--- src/hw/rtl/spp_pkg.sv ---
package spp_pkg;

  localparam int FFT_SIZE     = 4096;
  localparam int MAX_PEAKS    = 16;
  localparam int REPORT_PEAKS = 8;

  localparam int IN_W   = 24;
  localparam int SQ_W   = 2 * IN_W - 1;
  localparam int POW_W  = 48;
  localparam int BIN_W  = 11;
  localparam int CFG_W  = 48;
  localparam int CFGI_W = 2;

  // bin counter saturates at FFT_SIZE/2+1
  localparam int CNT_W   = $clog2(FFT_SIZE / 2 + 2);
  localparam int IDX_W   = (CNT_W > BIN_W) ? CNT_W : BIN_W;
  localparam int PCNT_W  = $clog2(MAX_PEAKS + 1);
  localparam int ELEFT_W = $clog2(REPORT_PEAKS + 1);

  localparam logic [CFGI_W-1:0] CFG_THRESHOLD = 2'd0;
  localparam logic [CFGI_W-1:0] CFG_LOW_BIN   = 2'd1;
  localparam logic [CFGI_W-1:0] CFG_HIGH_BIN  = 2'd2;

  localparam logic [POW_W-1:0] RST_THRESHOLD = 48'd400;
  localparam logic [BIN_W-1:0] RST_LOW_BIN   = 11'd7;
  localparam logic [BIN_W-1:0] RST_HIGH_BIN  = 11'd140;

  typedef struct packed {
    logic signed [IN_W-1:0] bin_re;
    logic signed [IN_W-1:0] bin_im;
    logic                   frame_end;
  } spp_in_t;

  typedef struct packed {
    logic             found;
    logic [BIN_W-1:0] peak_bin;
    logic [POW_W-1:0] peak_power;
    logic             last_peak;
  } spp_out_t;

  typedef struct packed {
    logic [BIN_W-1:0] bin;
    logic [POW_W-1:0] power;
  } spp_entry_t;

  typedef struct packed {
    logic insert;
    logic shift;
  } spp_cell_ctrl_t;

endpackage

--- src/hw/rtl/spp_cell.sv ---
module spp_cell (
  input  logic                    clk,
  input  spp_pkg::spp_cell_ctrl_t ctrl,
  input  logic                    occupied,
  input  spp_pkg::spp_entry_t     new_entry,
  input  spp_pkg::spp_entry_t     left_entry,
  input  logic                    left_ge,
  input  spp_pkg::spp_entry_t     right_entry,
  output spp_pkg::spp_entry_t     entry,
  output logic                    ge
);
  import spp_pkg::*;

  spp_entry_t entry_r;
  spp_entry_t entry_nxt;

  // equal power stays ahead, so later arrivals land behind it
  assign ge = occupied && (entry_r.power >= new_entry.power);

  always_comb begin
    entry_nxt = entry_r;
    if (ctrl.shift) begin
      entry_nxt = right_entry;
    end else if (ctrl.insert && !ge) begin
      entry_nxt = left_ge ? new_entry : left_entry;
    end
  end

  always_ff @(posedge clk) begin
    entry_r <= entry_nxt;
  end

  assign entry = entry_r;

endmodule

--- config.mk ---
export PLATFORM = sky130hd
export DESIGN_NAME = spp_cell
export DESIGN_NICKNAME = d
export VERILOG_FILES = /design/src/hw/rtl/spp_pkg.sv /design/src/hw/rtl/spp_cell.sv
export SDC_FILE = /design/constraint.sdc
export NUM_CORES = 1
export LEC_CHECK = 0
export BUFFER_PORTS_ARGS = -buffer_cell sky130_fd_sc_hd__buf_2
export CORE_UTILIZATION = 28
export CTS_CLUSTER_DIAMETER = 30
export DETAILED_ROUTE_END_ITERATION = 8
export GPL_TIMING_DRIVEN = 0
export SLEW_MARGIN = 20
export SYNTH_ARGS = -nofsm -noshare
export SYNTH_HDL_FRONTEND = slang
export SYNTH_SLANG_ARGS = --single-unit
--- constraint.sdc ---
create_clock -name clk -period 6.08 [get_ports clk]
set_input_delay 1.216 -clock clk [delete_from_list [all_inputs] [get_ports clk]]
set_output_delay 1.216 -clock clk [all_outputs]
set_load 0.01 [all_outputs]
Word-level counts from Yosys, hierarchy flattened

Cells that the tools add are included.

Register bits: 59
Input port bits: 182
Output and inout bits: 60
Logic and storage cells: 10

Magnitude comparators: 1
Multiplexer cells: 3
Reduce and logical (&&, ||, !) cells: 4

Operator list:

| cell                | count |
|---|---|
| $mux W59            | 3 |
| $ge A48 B48 Y1      | 1 |
| $logic_and A1 B1 Y1 | 2 |
| $reduce_bool A2 Y1  | 1 |
| $logic_not A1 Y1    | 1 |

Logic depth before layout (Yosys ltp)

Depth in word-level cells: 6
Mapped depth: 7
Gate-level depth less buffers: 7

Least setup slack after synthesis

OpenSTA, ideal clock, no wires.

Path type: input port to flip-flop
Start: input new_entry[35] in the netlist's numbering
End: register entry_r (netlist bit entry[0]), enable pin
Setup time: 0.510 ns
Arrival time: 5.851 ns
Required time: 5.570 ns
Path slack: -0.281 ns
Stages on the path: 7
Buffers on the path: 0
Path through: inv_1 -> ha_1 -> a21oi_2 -> o21ai_1 -> a221o_1 -> a2111o_1 -> o41ai_2

Cells in the longest elaborated chain, start to end: 5

RTL lines:

| item                         | line           | RTL |
|---|---|---|
| from (decl)                  | spp_cell.sv:5  | `input spp_pkg::spp_entry_t new_entry,` |
| $ge A48 B48 Y1               | spp_cell.sv:18 | `assign ge = occupied && (entry_r.power >= new_entry.power);` |
| $logic_and A1 B1 Y1          | spp_cell.sv:18 |  |
| $logic_not A1 Y1             | spp_cell.sv:24 | `end else if (ctrl.insert && !ge) begin` |
| $logic_and A1 B1 Y1          | spp_cell.sv:24 |  |
| $reduce_bool A2 Y1 (no line) | n/a            |  |
| to (signal assigned)         | spp_cell.sv:30 | `entry_r <= entry_nxt;` |
| to (decl)                    | spp_cell.sv:14 | `spp_entry_t entry_r;` |

Every way passes these cells.
A chain may end at the register's enable or synchronous reset.

Worst setup path after layout

Start: input new_entry[45] in the netlist's numbering
End: output ge

Cells in the longest elaborated chain, start to end: 2

RTL lines:

| item                | line           | RTL |
|---|---|---|
| $ge A48 B48 Y1      | spp_cell.sv:18 |  |
| $logic_and A1 B1 Y1 | spp_cell.sv:18 |  |
| to (decl)           | spp_cell.sv:10 | `output logic ge` |

Every way passes these cells.

==> impl_metrics.csv <==
group,metric,value,unit
outcome,status,"complete, no violations",
timing,slew_viol_final,0,
timing,fmax,0.2178,GHz
global_routing,globalRouteOverflowTotal,0,
final_layout,diodes,0,
setup_path,cp_num_buf_inv,3,
setup_path,path_delay_family,"simple AND/OR/NAND/NOR gates",
logic_synthesis,yosysTopAreaCellShare,42.31,%
logic_synthesis,async_reset_ff_share,0,%
final_layout,drive_gt1_share,38.52,%
die,rows,44,
timing,setup_viol,0,
die,dieArea,15450,um2
global_routing,grt.busiest_layer,"met2",
setup_path,ff2ff_setup_slack,2920,ps
die,start_util,28.70,%
setup_path,max_stage_delay,620,ps
timing,finalSetupTns,0,ps
logic_synthesis,netlist_area,4188,um2
power_and_ir_drop,leakagePower,3.129,nW
cts,htree_num_levels,3,
setup_path,end_kind,"primary output",
setup_path,critical-path-top-cell-by-count,"buf_2",
timing,rsz0062_at_grt,"no",
setup_path,critPathRequiredTime,4860,ps
global_routing,grt_start_max_net_pins,13,
global_routing,grt_pass1_wl,19.52,mm
power_and_ir_drop,switching_share,27.90,%
global_routing,grtUsageMet2,27.27,%
cts,cts_tree,"built",
die,io_pins,242,
timing,fin_crit,4592,ps
cts,postCtsSetupBuffers,0,
die,core_area,14590,um2
final_layout,num-fill-cells,1499,
setup_path,cp_max_fo,3,
global_routing,track_usage,16.13,%
setup_path,path_cells,"buf_2 > inv_1 > ha_1 > nand4_1 > nor4_1 > nand3_1 > a21oi_1 > o31a_1 > buf_2",
logic_synthesis,yosysUniqueCellTypes,27,
global_routing,met3_usage,4.124,%
route,drt_iter0_markers,136,
cts,cts.sinks,59,
power_and_ir_drop,worst_ir_drop_vdd,0.1089,mV
timing,finalCritPeriodShare,75.52,%
place,gp_congestion,0.7676,
cts,cts_buffers,9,
min_path,hp-class,"flop to flop",
cts,cts_buffer_depth,2,
route,vias_per_cell,4.622,
cts,clk_pin_slew,50,ps
route,via_count,4030,
logic_synthesis,ys_seq_area_share,42.31,%
die,die_h,124.3,um
final_layout,layout.cells.non_filler,872,
final_layout,largest_reg_flops,59,
timing,worstMarginPinSlew,630.6,ps
timing,slew_headroom,57.57,%
setup_path,critical_path_class,"primary input to primary output",
cts,clk_latency,330,ps
route,wirelength,12.26,mm
die,die_w,124.3,um
logic_synthesis,ys.flop_type,"edfxtp_1",
final_layout,multiInputGateArea,2150,um2
global_routing,antenna_found_initial,0,
power_and_ir_drop,p_int,0.0009808,W
flow_run,maxCapViolCount,0,
final_layout,fin_nets,914,
place,dp.cells,857,
route,drt_pass1_iterations,4,
cts,hold_buffers,0,
logic_synthesis,yosysWarnings,0,
power_and_ir_drop,power_frac_comb,25.0,%
final_layout,area.sequential,1772,um2
place,port_buffers,239,
logic_synthesis,yosys-top-cells-count,"67 x nand2_1, 63 x o21ai_0, 59 x edfxtp_1, 59 x mux2i_1, 52 x inv_1",
final_layout,synthToLayoutAreaGrowth,42.19,%
power_and_ir_drop,powerDensity,228.5,nW/um2
logic_synthesis,synth_area_leaders,"edfxtp_1 42%, ha_1 14%, mux2i_1 14%",
timing,hold_viol,0,
power_and_ir_drop,seqPwrFrac,39.1,%
cts,cts_resized,0,
power_and_ir_drop,finalPower,0.001360,W
logic_synthesis,ys_ff_latch,59,
timing,fin_skew,6.988,ps
global_routing,gr-usage-met1,19.45,%
power_and_ir_drop,switching_power,0.0003795,W
setup_path,arrival,3380,ps
global_routing,grt_pass1_vias,3991,
logic_synthesis,yosysMostFrequentCell,"nand2_1",
route,wire_per_inst,14.05,um
place,hpwl,10.10,mm
setup_path,start_kind,"primary input",
power_and_ir_drop,power.share.clock,35.9,%
setup_path,slowest_stage,"nor4_1",
logic_synthesis,syn_avg_cell_area,9.785,um2
logic_synthesis,synthesis.nets,658,
logic_synthesis,synth_area_leader_cell,"edfxtp_1",
logic_synthesis,syn_inst,428,
cts,root_buffer,"clkbuf_16",
route,antenna_left,0,
logic_synthesis,synth-edff-count,59,
route,drc,0,
==> layout make-up <==
cell class / count / area share (%)
Multi-Input combinational cell: 297 / 36.10
Sequential cell: 59 / 29.75
Timing Repair Buffer: 245 / 20.97
Clock buffer: 12 / 3.971
Tap cell: 184 / 3.866
Inverter: 52 / 3.278
Buffer: 20 / 1.387
Clock inverter: 3 / 0.6724
==> worst paths after layout <==
kind,from,to,cells past startpoint
max,new_entry[45],ge,9
min,entry[47],entry[16],3
max reg2reg,entry[35],entry[39],9
min reg2reg,entry[47],entry[16],3
==> placed cells by master, fill, tap and decap left out, types with 2 or more instances in the layout <==
cell	instances
nand2_1	67
nand2b_1	2
o21ai_0	63
nand3_1	7
inv_1	52
a21o_1	4
buf_2	245
o31a_1	2
nand4_1	9
a21oi_1	18
buf_4	4
nor2_1	3
clkbuf_1	17
clkinv_2	2
a221o_1	2
edfxtp_1	59
mux2i_1	59
buf_6	2
clkbuf_16	9
ha_1	48
a2111o_1	2
nor4_1	2
==> cell families (layout without fill, tap and decap cells) <==
logic type / after synthesis / after routing / synth area share [%]
flops: 59 / 59 / 42.31
compound gates: 98 / 98 / 13.30
buf+inv: 72 / 332 / 6.633
fa+ha+maj: 48 / 48 / 14.34
simple gates: 92 / 92 / 9.321
mux: 59 / 59 / 14.10
==> worst min-delay path, stage by stage, from the launching register on <==
cell and delay, ps:
edfxtp_1 350, ha_1 150, a2111o_1 180, o41ai_4 120
==> layer usage <==
layer / up-vias / wire length (um)
met4: 0 / 245
met3: 16 / 795
met5: - / 0
li1: 2054 / -
met1: 1814 / 5253
met2: 146 / 5961
==> stage by stage <==
step | instance area (um2) | setup WS (ps) | hold slack, ps | utilization (%)
floorplan | 4199 | 1066 | 1393 | -
global placement | 5625 | -267.6 | 1497 | 38.56
detailed placement | 5678 | 1413 | 1012 | 38.92
CTS | 5954 | 1399 | 1016 | 40.81
global route | 5954 | 1412 | 1051 | 40.81
finish | 5954 | 1488 | 989.3 | 40.81
==> power by group through the flow <==
stage | Combinational (W) | Sequential [W] | Clock (W)
2_1_floorplan | 0.000155 | 0.000565 | 0
3_3_place_gp | 0.000338 | 0.000542 | 0
3_5_place_dp | 0.000345 | 0.000541 | 0
4_1_cts | 0.000347 | 0.000533 | 0.000503
5_1_grt | 0.000383 | 0.000538 | 0.000519
6_report | 0.000340 | 0.000532 | 0.000488
No activity file was read; power rests on OpenSTA's default activity.
