## config.mk

```make
export PLATFORM = sky130hd
export DESIGN_NAME = spp_power
export DESIGN_NICKNAME = d
export VERILOG_FILES = /design/src/hw/rtl/spp_pkg.sv /design/src/hw/rtl/spp_power.sv
export SDC_FILE = /design/constraint.sdc
export NUM_CORES = 2
export LEC_CHECK = 0
export ABC_AREA = 1
export BUFFER_PORTS_ARGS = -buffer_cell sky130_fd_sc_hd__buf_2
export CORE_MARGIN = 2
export CORE_UTILIZATION = 30
export DETAILED_ROUTE_END_ITERATION = 7
export PLACE_DENSITY = 0.55
export RECOVER_POWER = 100
export SYNTH_ARGS = -nofsm -noshare
export SYNTH_HDL_FRONTEND = slang
export SYNTH_SLANG_ARGS = --single-unit
```

## constraint.sdc

```tcl
create_clock -name clk -period 7.85 [get_ports clk]
set_input_delay 1.57 -clock clk [delete_from_list [all_inputs] [get_ports clk]]
set_output_delay 1.57 -clock clk [all_outputs]
set_load 0.005 [all_outputs]
```

## src/hw/rtl/spp_pkg.sv

```systemverilog
package spp_pkg;

  localparam int FFT_SIZE     = 4096;
  localparam int MAX_PEAKS    = 16;
  localparam int REPORT_PEAKS = 8;

  localparam int IN_W   = 24;
  localparam int SQ_W   = 2 * IN_W - 1;
  localparam int POW_W  = 48;
  localparam int BIN_W  = 11;
  localparam int CFG_W  = 48;
  localparam int CFGI_W = 2;

  // bin counter saturates at FFT_SIZE/2+1
  localparam int CNT_W   = $clog2(FFT_SIZE / 2 + 2);
  localparam int IDX_W   = (CNT_W > BIN_W) ? CNT_W : BIN_W;
  localparam int PCNT_W  = $clog2(MAX_PEAKS + 1);
  localparam int ELEFT_W = $clog2(REPORT_PEAKS + 1);

  localparam logic [CFGI_W-1:0] CFG_THRESHOLD = 2'd0;
  localparam logic [CFGI_W-1:0] CFG_LOW_BIN   = 2'd1;
  localparam logic [CFGI_W-1:0] CFG_HIGH_BIN  = 2'd2;

  localparam logic [POW_W-1:0] RST_THRESHOLD = 48'd400;
  localparam logic [BIN_W-1:0] RST_LOW_BIN   = 11'd7;
  localparam logic [BIN_W-1:0] RST_HIGH_BIN  = 11'd140;

  typedef struct packed {
    logic signed [IN_W-1:0] bin_re;
    logic signed [IN_W-1:0] bin_im;
    logic                   frame_end;
  } spp_in_t;

  typedef struct packed {
    logic             found;
    logic [BIN_W-1:0] peak_bin;
    logic [POW_W-1:0] peak_power;
    logic             last_peak;
  } spp_out_t;

  typedef struct packed {
    logic [BIN_W-1:0] bin;
    logic [POW_W-1:0] power;
  } spp_entry_t;

  typedef struct packed {
    logic insert;
    logic shift;
  } spp_cell_ctrl_t;

endpackage

```

## src/hw/rtl/spp_power.sv

```systemverilog
module spp_power (
  input  logic                          clk,
  input  logic                          rst_n,
  input  logic                          take,
  input  spp_pkg::spp_in_t              in_request,
  output logic                          sq_valid,
  output logic                          sq_frame_end,
  output logic [spp_pkg::SQ_W-1:0]      re_sq,
  output logic [spp_pkg::SQ_W-1:0]      im_sq
);
  import spp_pkg::*;

  logic [IN_W-1:0]   re_abs;
  logic [IN_W-1:0]   im_abs;
  logic [SQ_W-1:0]   re_prod;
  logic [SQ_W-1:0]   im_prod;
  logic              sq_valid_r;
  logic              sq_frame_end_r;
  logic [SQ_W-1:0]   re_sq_r;
  logic [SQ_W-1:0]   im_sq_r;

  // most negative value maps to 2^23, which still fits unsigned
  assign re_abs = in_request.bin_re[IN_W-1] ? (~in_request.bin_re + 1'b1) : in_request.bin_re;
  assign im_abs = in_request.bin_im[IN_W-1] ? (~in_request.bin_im + 1'b1) : in_request.bin_im;
  assign re_prod = re_abs * re_abs;
  assign im_prod = im_abs * im_abs;

  always_ff @(posedge clk) begin
    if (!rst_n) begin
      sq_valid_r <= 1'b0;
    end else begin
      sq_valid_r <= take;
    end
  end

  always_ff @(posedge clk) begin
    if (take) begin
      sq_frame_end_r <= in_request.frame_end;
      re_sq_r        <= re_prod;
      im_sq_r        <= im_prod;
    end
  end

  assign sq_valid     = sq_valid_r;
  assign sq_frame_end = sq_frame_end_r;
  assign re_sq        = re_sq_r;
  assign im_sq        = im_sq_r;

endmodule

```

# After elaboration in Yosys (flattened, before gate mapping)
# Index checks and enable logic that the tools add are counted.
[totals]
ff_bits = 96
in_bits = 52
output_inout_bits = 96
elab_cells = 12
[op_classes]
add_sub_neg = 2
n_mul = 2
mux = 2
bitwise_logic = 2
[op_table]
columns = ["operator", "n"]
rows = [
  ["$mul 24x24->47", 2],
  ["$add 24x1->24 const B", 2],
  ["$mux 24", 2],
  ["$not 24->24", 2],
]

# Logic depth before layout (Yosys ltp)
[logic_depth]
word_depth = 4
depth_mapped = 41
depth_no_buf = 39

# Worst setup path after synthesis
# OpenSTA, ideal clock, no wires.
[synth_timing]
path_type = "input to register"
from = "in in_request[1] in the netlist's numbering"
to = "reg im_sq_r[46], in the netlist im_sq[46], data pin"
setup_ns = 0.253
arrival_time_ns = 8.289
required_time_ns = 7.597
setup_slack_ns = -0.692
stages = 36
cell_sequence = "inv_2 > clkbuf_1 > clkbuf_1 > ha_1 > nand2_1 > nor2_1 > nand2_1 > nand2_1 > nand2_1 > nand2_1 > buf_2 > nand2_1 > fa_1 > inv_1 > fa_1 > inv_1 > fa_1 > inv_1 > fa_1 > fa_1 > fa_1 > inv_1 > fa_1 > inv_1 > ha_1 > nand2_1 > nor2_1 > inv_1 > nor2_1 > nand2_1 > nor2_1 > nand2_1 > inv_1 > nor2_1 > nand3_1 > nand2_1"
[synth_between]
elab_chain_len = 4
[synth_rtl]
columns = ["element", "line", "source"]
rows = [
  ["from (decl)", "spp_power.sv:5", "input spp_pkg::spp_in_t in_request,"],
  ["$not 24->24", "spp_power.sv:24", "assign im_abs = in_request.bin_im[IN_W-1] ? (~in_request.bin_im + 1'b1) : in_request.bin_im;"],
  ["$add 24x1->24", "spp_power.sv:24", ""],
  ["$mux 24 *", "spp_power.sv:24", ""],
  ["$mul 24x24->47 *", "spp_power.sv:26", "assign im_prod = im_abs * im_abs;"],
  ["named net im_prod[46]", "spp_power.sv:16", "logic [SQ_W-1:0] im_prod;"],
  ["to (signal assigned)", "spp_power.sv:40", "im_sq_r <= im_prod;"],
  ["to (decl)", "spp_power.sv:20", "logic [SQ_W-1:0] im_sq_r;"],
]
# The timed path passes the listed nets; every way through them passes the cells marked *.
# A chain may end at the register's enable or synchronous reset.

# Worst setup path in the final report
[layout_timing]
from = "in in_request[25] in the netlist's numbering"
to = "reg re_sq_r[39], in the netlist re_sq[39], data pin"
[layout_between]
elab_chain_len = 4
[layout_rtl]
columns = ["element", "line", "source"]
rows = [
  ["$not 24->24", "spp_power.sv:23", "assign re_abs = in_request.bin_re[IN_W-1] ? (~in_request.bin_re + 1'b1) : in_request.bin_re;"],
  ["$add 24x1->24", "spp_power.sv:23", ""],
  ["$mux 24 *", "spp_power.sv:23", ""],
  ["$mul 24x24->47 *", "spp_power.sv:25", "assign re_prod = re_abs * re_abs;"],
  ["named net re_prod[39]", "spp_power.sv:15", "logic [SQ_W-1:0] re_prod;"],
  ["to (signal assigned)", "spp_power.sv:39", "re_sq_r <= re_prod;"],
  ["to (decl)", "spp_power.sv:19", "logic [SQ_W-1:0] re_sq_r;"],
]
# Marks and branches as above.

==> impl_metrics.py <==
metrics = {
    "floorplanning": {
        "die_h_um": 359,
        "die-area_um2": 129000,
        "row_count": 130,
        "io_pins": 148,
        "die_w_um": 359,
        "start_util_pct": 30.2,
        "core_um2": 125000,
    },
    "global_route": {
        "grt_pass1_wl_um": 195000,
        "grt_usage_pct": 19.3,
        "grt_max_degree": 58,
        "first_global_vias": 35200,
        "grt_overflow_total": 0,
        "grt_antenna_before_repair": 3,
    },
    "clock_tree": {
        "clkSinkCount": 94,
        "clock-root-buffer": "clkbuf_16",
        "cts_max_path_buffers": 2,
        "htree_levels": 3,
        "cts_tree": "done",
        "path_clk_slew_ns": 0.08,
        "cts-buffers-inserted": 9,
        "postCtsHoldBufs": 0,
    },
    "job": {
        "maxCapViolCount": 0,
    },
    "drt": {
        "drc": 0,
        "postRouteAntennaNets": 0,
        "vias_per_cell": 4.43,
        "drt-total-wl_um": 123000,
        "dr_total_vias": 32500,
        "wl_per_cell_um": 16.8,
        "dr.pass1.iters": 5,
        "drt_iter0_markers": 1617,
    },
    "yosys": {
        "synth-compound-area-share_pct": 2.86,
        "synthAdderAreaFrac_pct": 55.7,
        "synth_area_um2": 37900,
        "yosys.area_share.simple_pct": 17.2,
        "yosys_warnings": 0,
        "synth.distinct_cells": 51,
        "synth_top_family_by_area": "adder cells",
        "synth_cells": 4614,
        "ys_seq_elements": 94,
        "synth.area.mux_share_pct": 0,
        "synth_xor_area_share_pct": 1.80,
        "seq_area_frac_synth_pct": 7.43,
        "avgSynthCellArea_um2": 8.21,
    },
    "sta": {
        "fmax_mhz": 125,
        "setup_viol": 21,
        "rsz0062_at_grt": "yes",
        "setup_ws_ns": -0.148,
        "worst_pin_slew_ns": 1.03,
        "hold_violations": 0,
        "period_share_pct": 102,
        "period_minus_slack_ns": 8.00,
        "slew_viol_final": 0,
        "slew-limit-headroom_pct": 30.6,
    },
    "cells_and_area": {
        "nets": 6897,
        "num-fill-cells": 12300,
        "area_delta_synth_final_pct": 38.6,
        "final_layout_size_suffix_gt1_share_pct": 34.2,
        "diodes": 0,
    },
    "critical_path": {
        "start_kind": "primary input",
        "cp_common_cell": "fa_1",
        "critPathMaxFanout": 4,
        "cp.arrival_ns": 8.16,
        "endpoint_kind": "flop",
        "crit_slowest_cell": "fa_1",
        "crit_path_max_incr_delay_ns": 0.58,
        "cp.required_ns": 8.01,
        "critPathKind": "in -> reg",
    },
    "status": {
        "violations": "setup timing",
        "outcome": "finished with violations",
    },
    "placement": {
        "gp_congestion": 0.930,
        "dp_slack_ns": -0.846,
        "hpwl_um": 107000,
        "portBuffers": 145,
    },
    "hold_path": {
        "worstHoldPathType": "in -> reg",
    },
}
-- cell usage in the layout, fill, tap and decap left out, types with 35 or more instances in the layout --
cell | netlist | final
buf_2 | 43 | 131
edfxtp_1 | 93 | 93
xor2_1 | 53 | 35
a21oi_1 | 102 | 42
fa_1 | 845 | 791
inv_1 | 1371 | 1265
buf_12 | 0 | 37
nand2_1 | 893 | 682
nand2_2 | 18 | 155
nand2_4 | 1 | 71
nor2_4 | 6 | 91
nand3_1 | 118 | 80
buf_4 | 9 | 812
nor2_1 | 459 | 283
ha_1 | 333 | 284
nor2_2 | 13 | 104
buf_6 | 8 | 85
inv_2 | 29 | 106
ha_4 | 0 | 49
conb_1 | 2 | 36
fa_2 | 0 | 54
-- registers in the layout (all words and copies together), names as in the netlist --
signal,flops
sq_valid,1
sq_frame_end,1
re_sq,46
im_sq,46
-- synthesized netlist by cell type (all sizes together) --
cell | instances | area share, %
dfxtp | 1 | 0.053
nor3 | 11 | 0.17
edfxtp | 93 | 7.4
nand4 | 35 | 0.61
xnor2 | 14 | 0.34
nand2 | 912 | 9.2
conb | 2 | 0.020
o31ai | 1 | 0.020
or2 | 11 | 0.18
o21ai | 69 | 0.92
buf | 60 | 0.98
and2 | 1 | 0.017
o21bai | 12 | 0.24
nand2b | 1 | 0.017
a21o | 12 | 0.24
o21a | 3 | 0.059
nand3b | 12 | 0.24
o211ai | 1 | 0.020
or3 | 1 | 0.017
ha | 333 | 11
fa | 845 | 45
clkinv | 6 | 0.059
inv | 1401 | 14
and3 | 3 | 0.050
nand3 | 121 | 1.7
clkbuf | 11 | 0.11
xor2 | 57 | 1.5
nor2 | 478 | 4.9
nor4 | 4 | 0.083
a21oi | 102 | 1.3
a31oi | 1 | 0.017
-- kinds of logic (layout without fill, tap and decap cells) --
| family | count (synthesis) | after routing |
|---|---|---|
| xor+xnor | 71 | 71 |
| simple gates | 1590 | 1591 |
| fa+ha+maj | 1178 | 1178 |
| buf+inv | 1478 | 2501 |
| other cells | 2 | 36 |
| flops | 94 | 94 |
| compound gates | 201 | 201 |
-- path summary, 6_finish.rpt --
path            from            to  slack, ns  cells after the start
max   in_request[25]     re_sq[39]      -0.15                     34
min    in_request[0]  sq_frame_end       1.33                      1
-- through the flow --
step / hold WS, ns / instance area [µm²] / util (%) / TNS, ns / std cells
finish: 1.33 / 52500 / 41.8 / -1.46 / 7322
global route: 1.31 / 52500 / 41.8 / -11.29 / 7322
CTS: 1.30 / 49000 / 39.1 / -0.236 / 7240
detailed placement: 1.75 / 47400 / 37.8 / -45.39 / 7189
global placement: 1.75 / 47400 / 37.8 / -44.98 / 7189
floorplan: 1.66 / 38700 / - / -1.53 / 4648
-- routing by layer --
metal  routed length [µm]  up-vias  global-route usage [%]
li1                     -    15400                       -
met1                52800    16200                    25.5
met2                60400      716                    33.2
met3                 4780      176                    1.53
met4                 4940        2                    6.92
met5                   16        -                       0
-- layout make-up --
type	count	area, µm²	area share, %
repair buffers	1078	8630	16.4
clock buffers	9	225	0.429
flip-flops and latches	94	2810	5.36
multi-input cells	3077	33200	63.3
clock inverters	7	72.6	0.138
well taps	1650	2060	3.93
inverters	1407	5430	10.3
-- timing repair --
item / 4_1_cts / 5_1_grt
cloned: 1 / 0
pin swaps: 116 / 347
gates resized for setup: 298 / 774
buffers inserted: 35 / 90
endpoints found under the setup margin: 62 / 69
-- worst max-delay path: cells and delay by family --
family                   cells  cell delay (ns)
XOR/XNOR                     1             0.26
adder cells (fa/ha/maj)      9             3.92
buffers and inverters       11             1.08
AND/OR/NAND/NOR             13             1.34
Power is left out: the tool's default activity adds up to more than one toggle a clock period on the data nets, which glitch-free logic cannot reach.
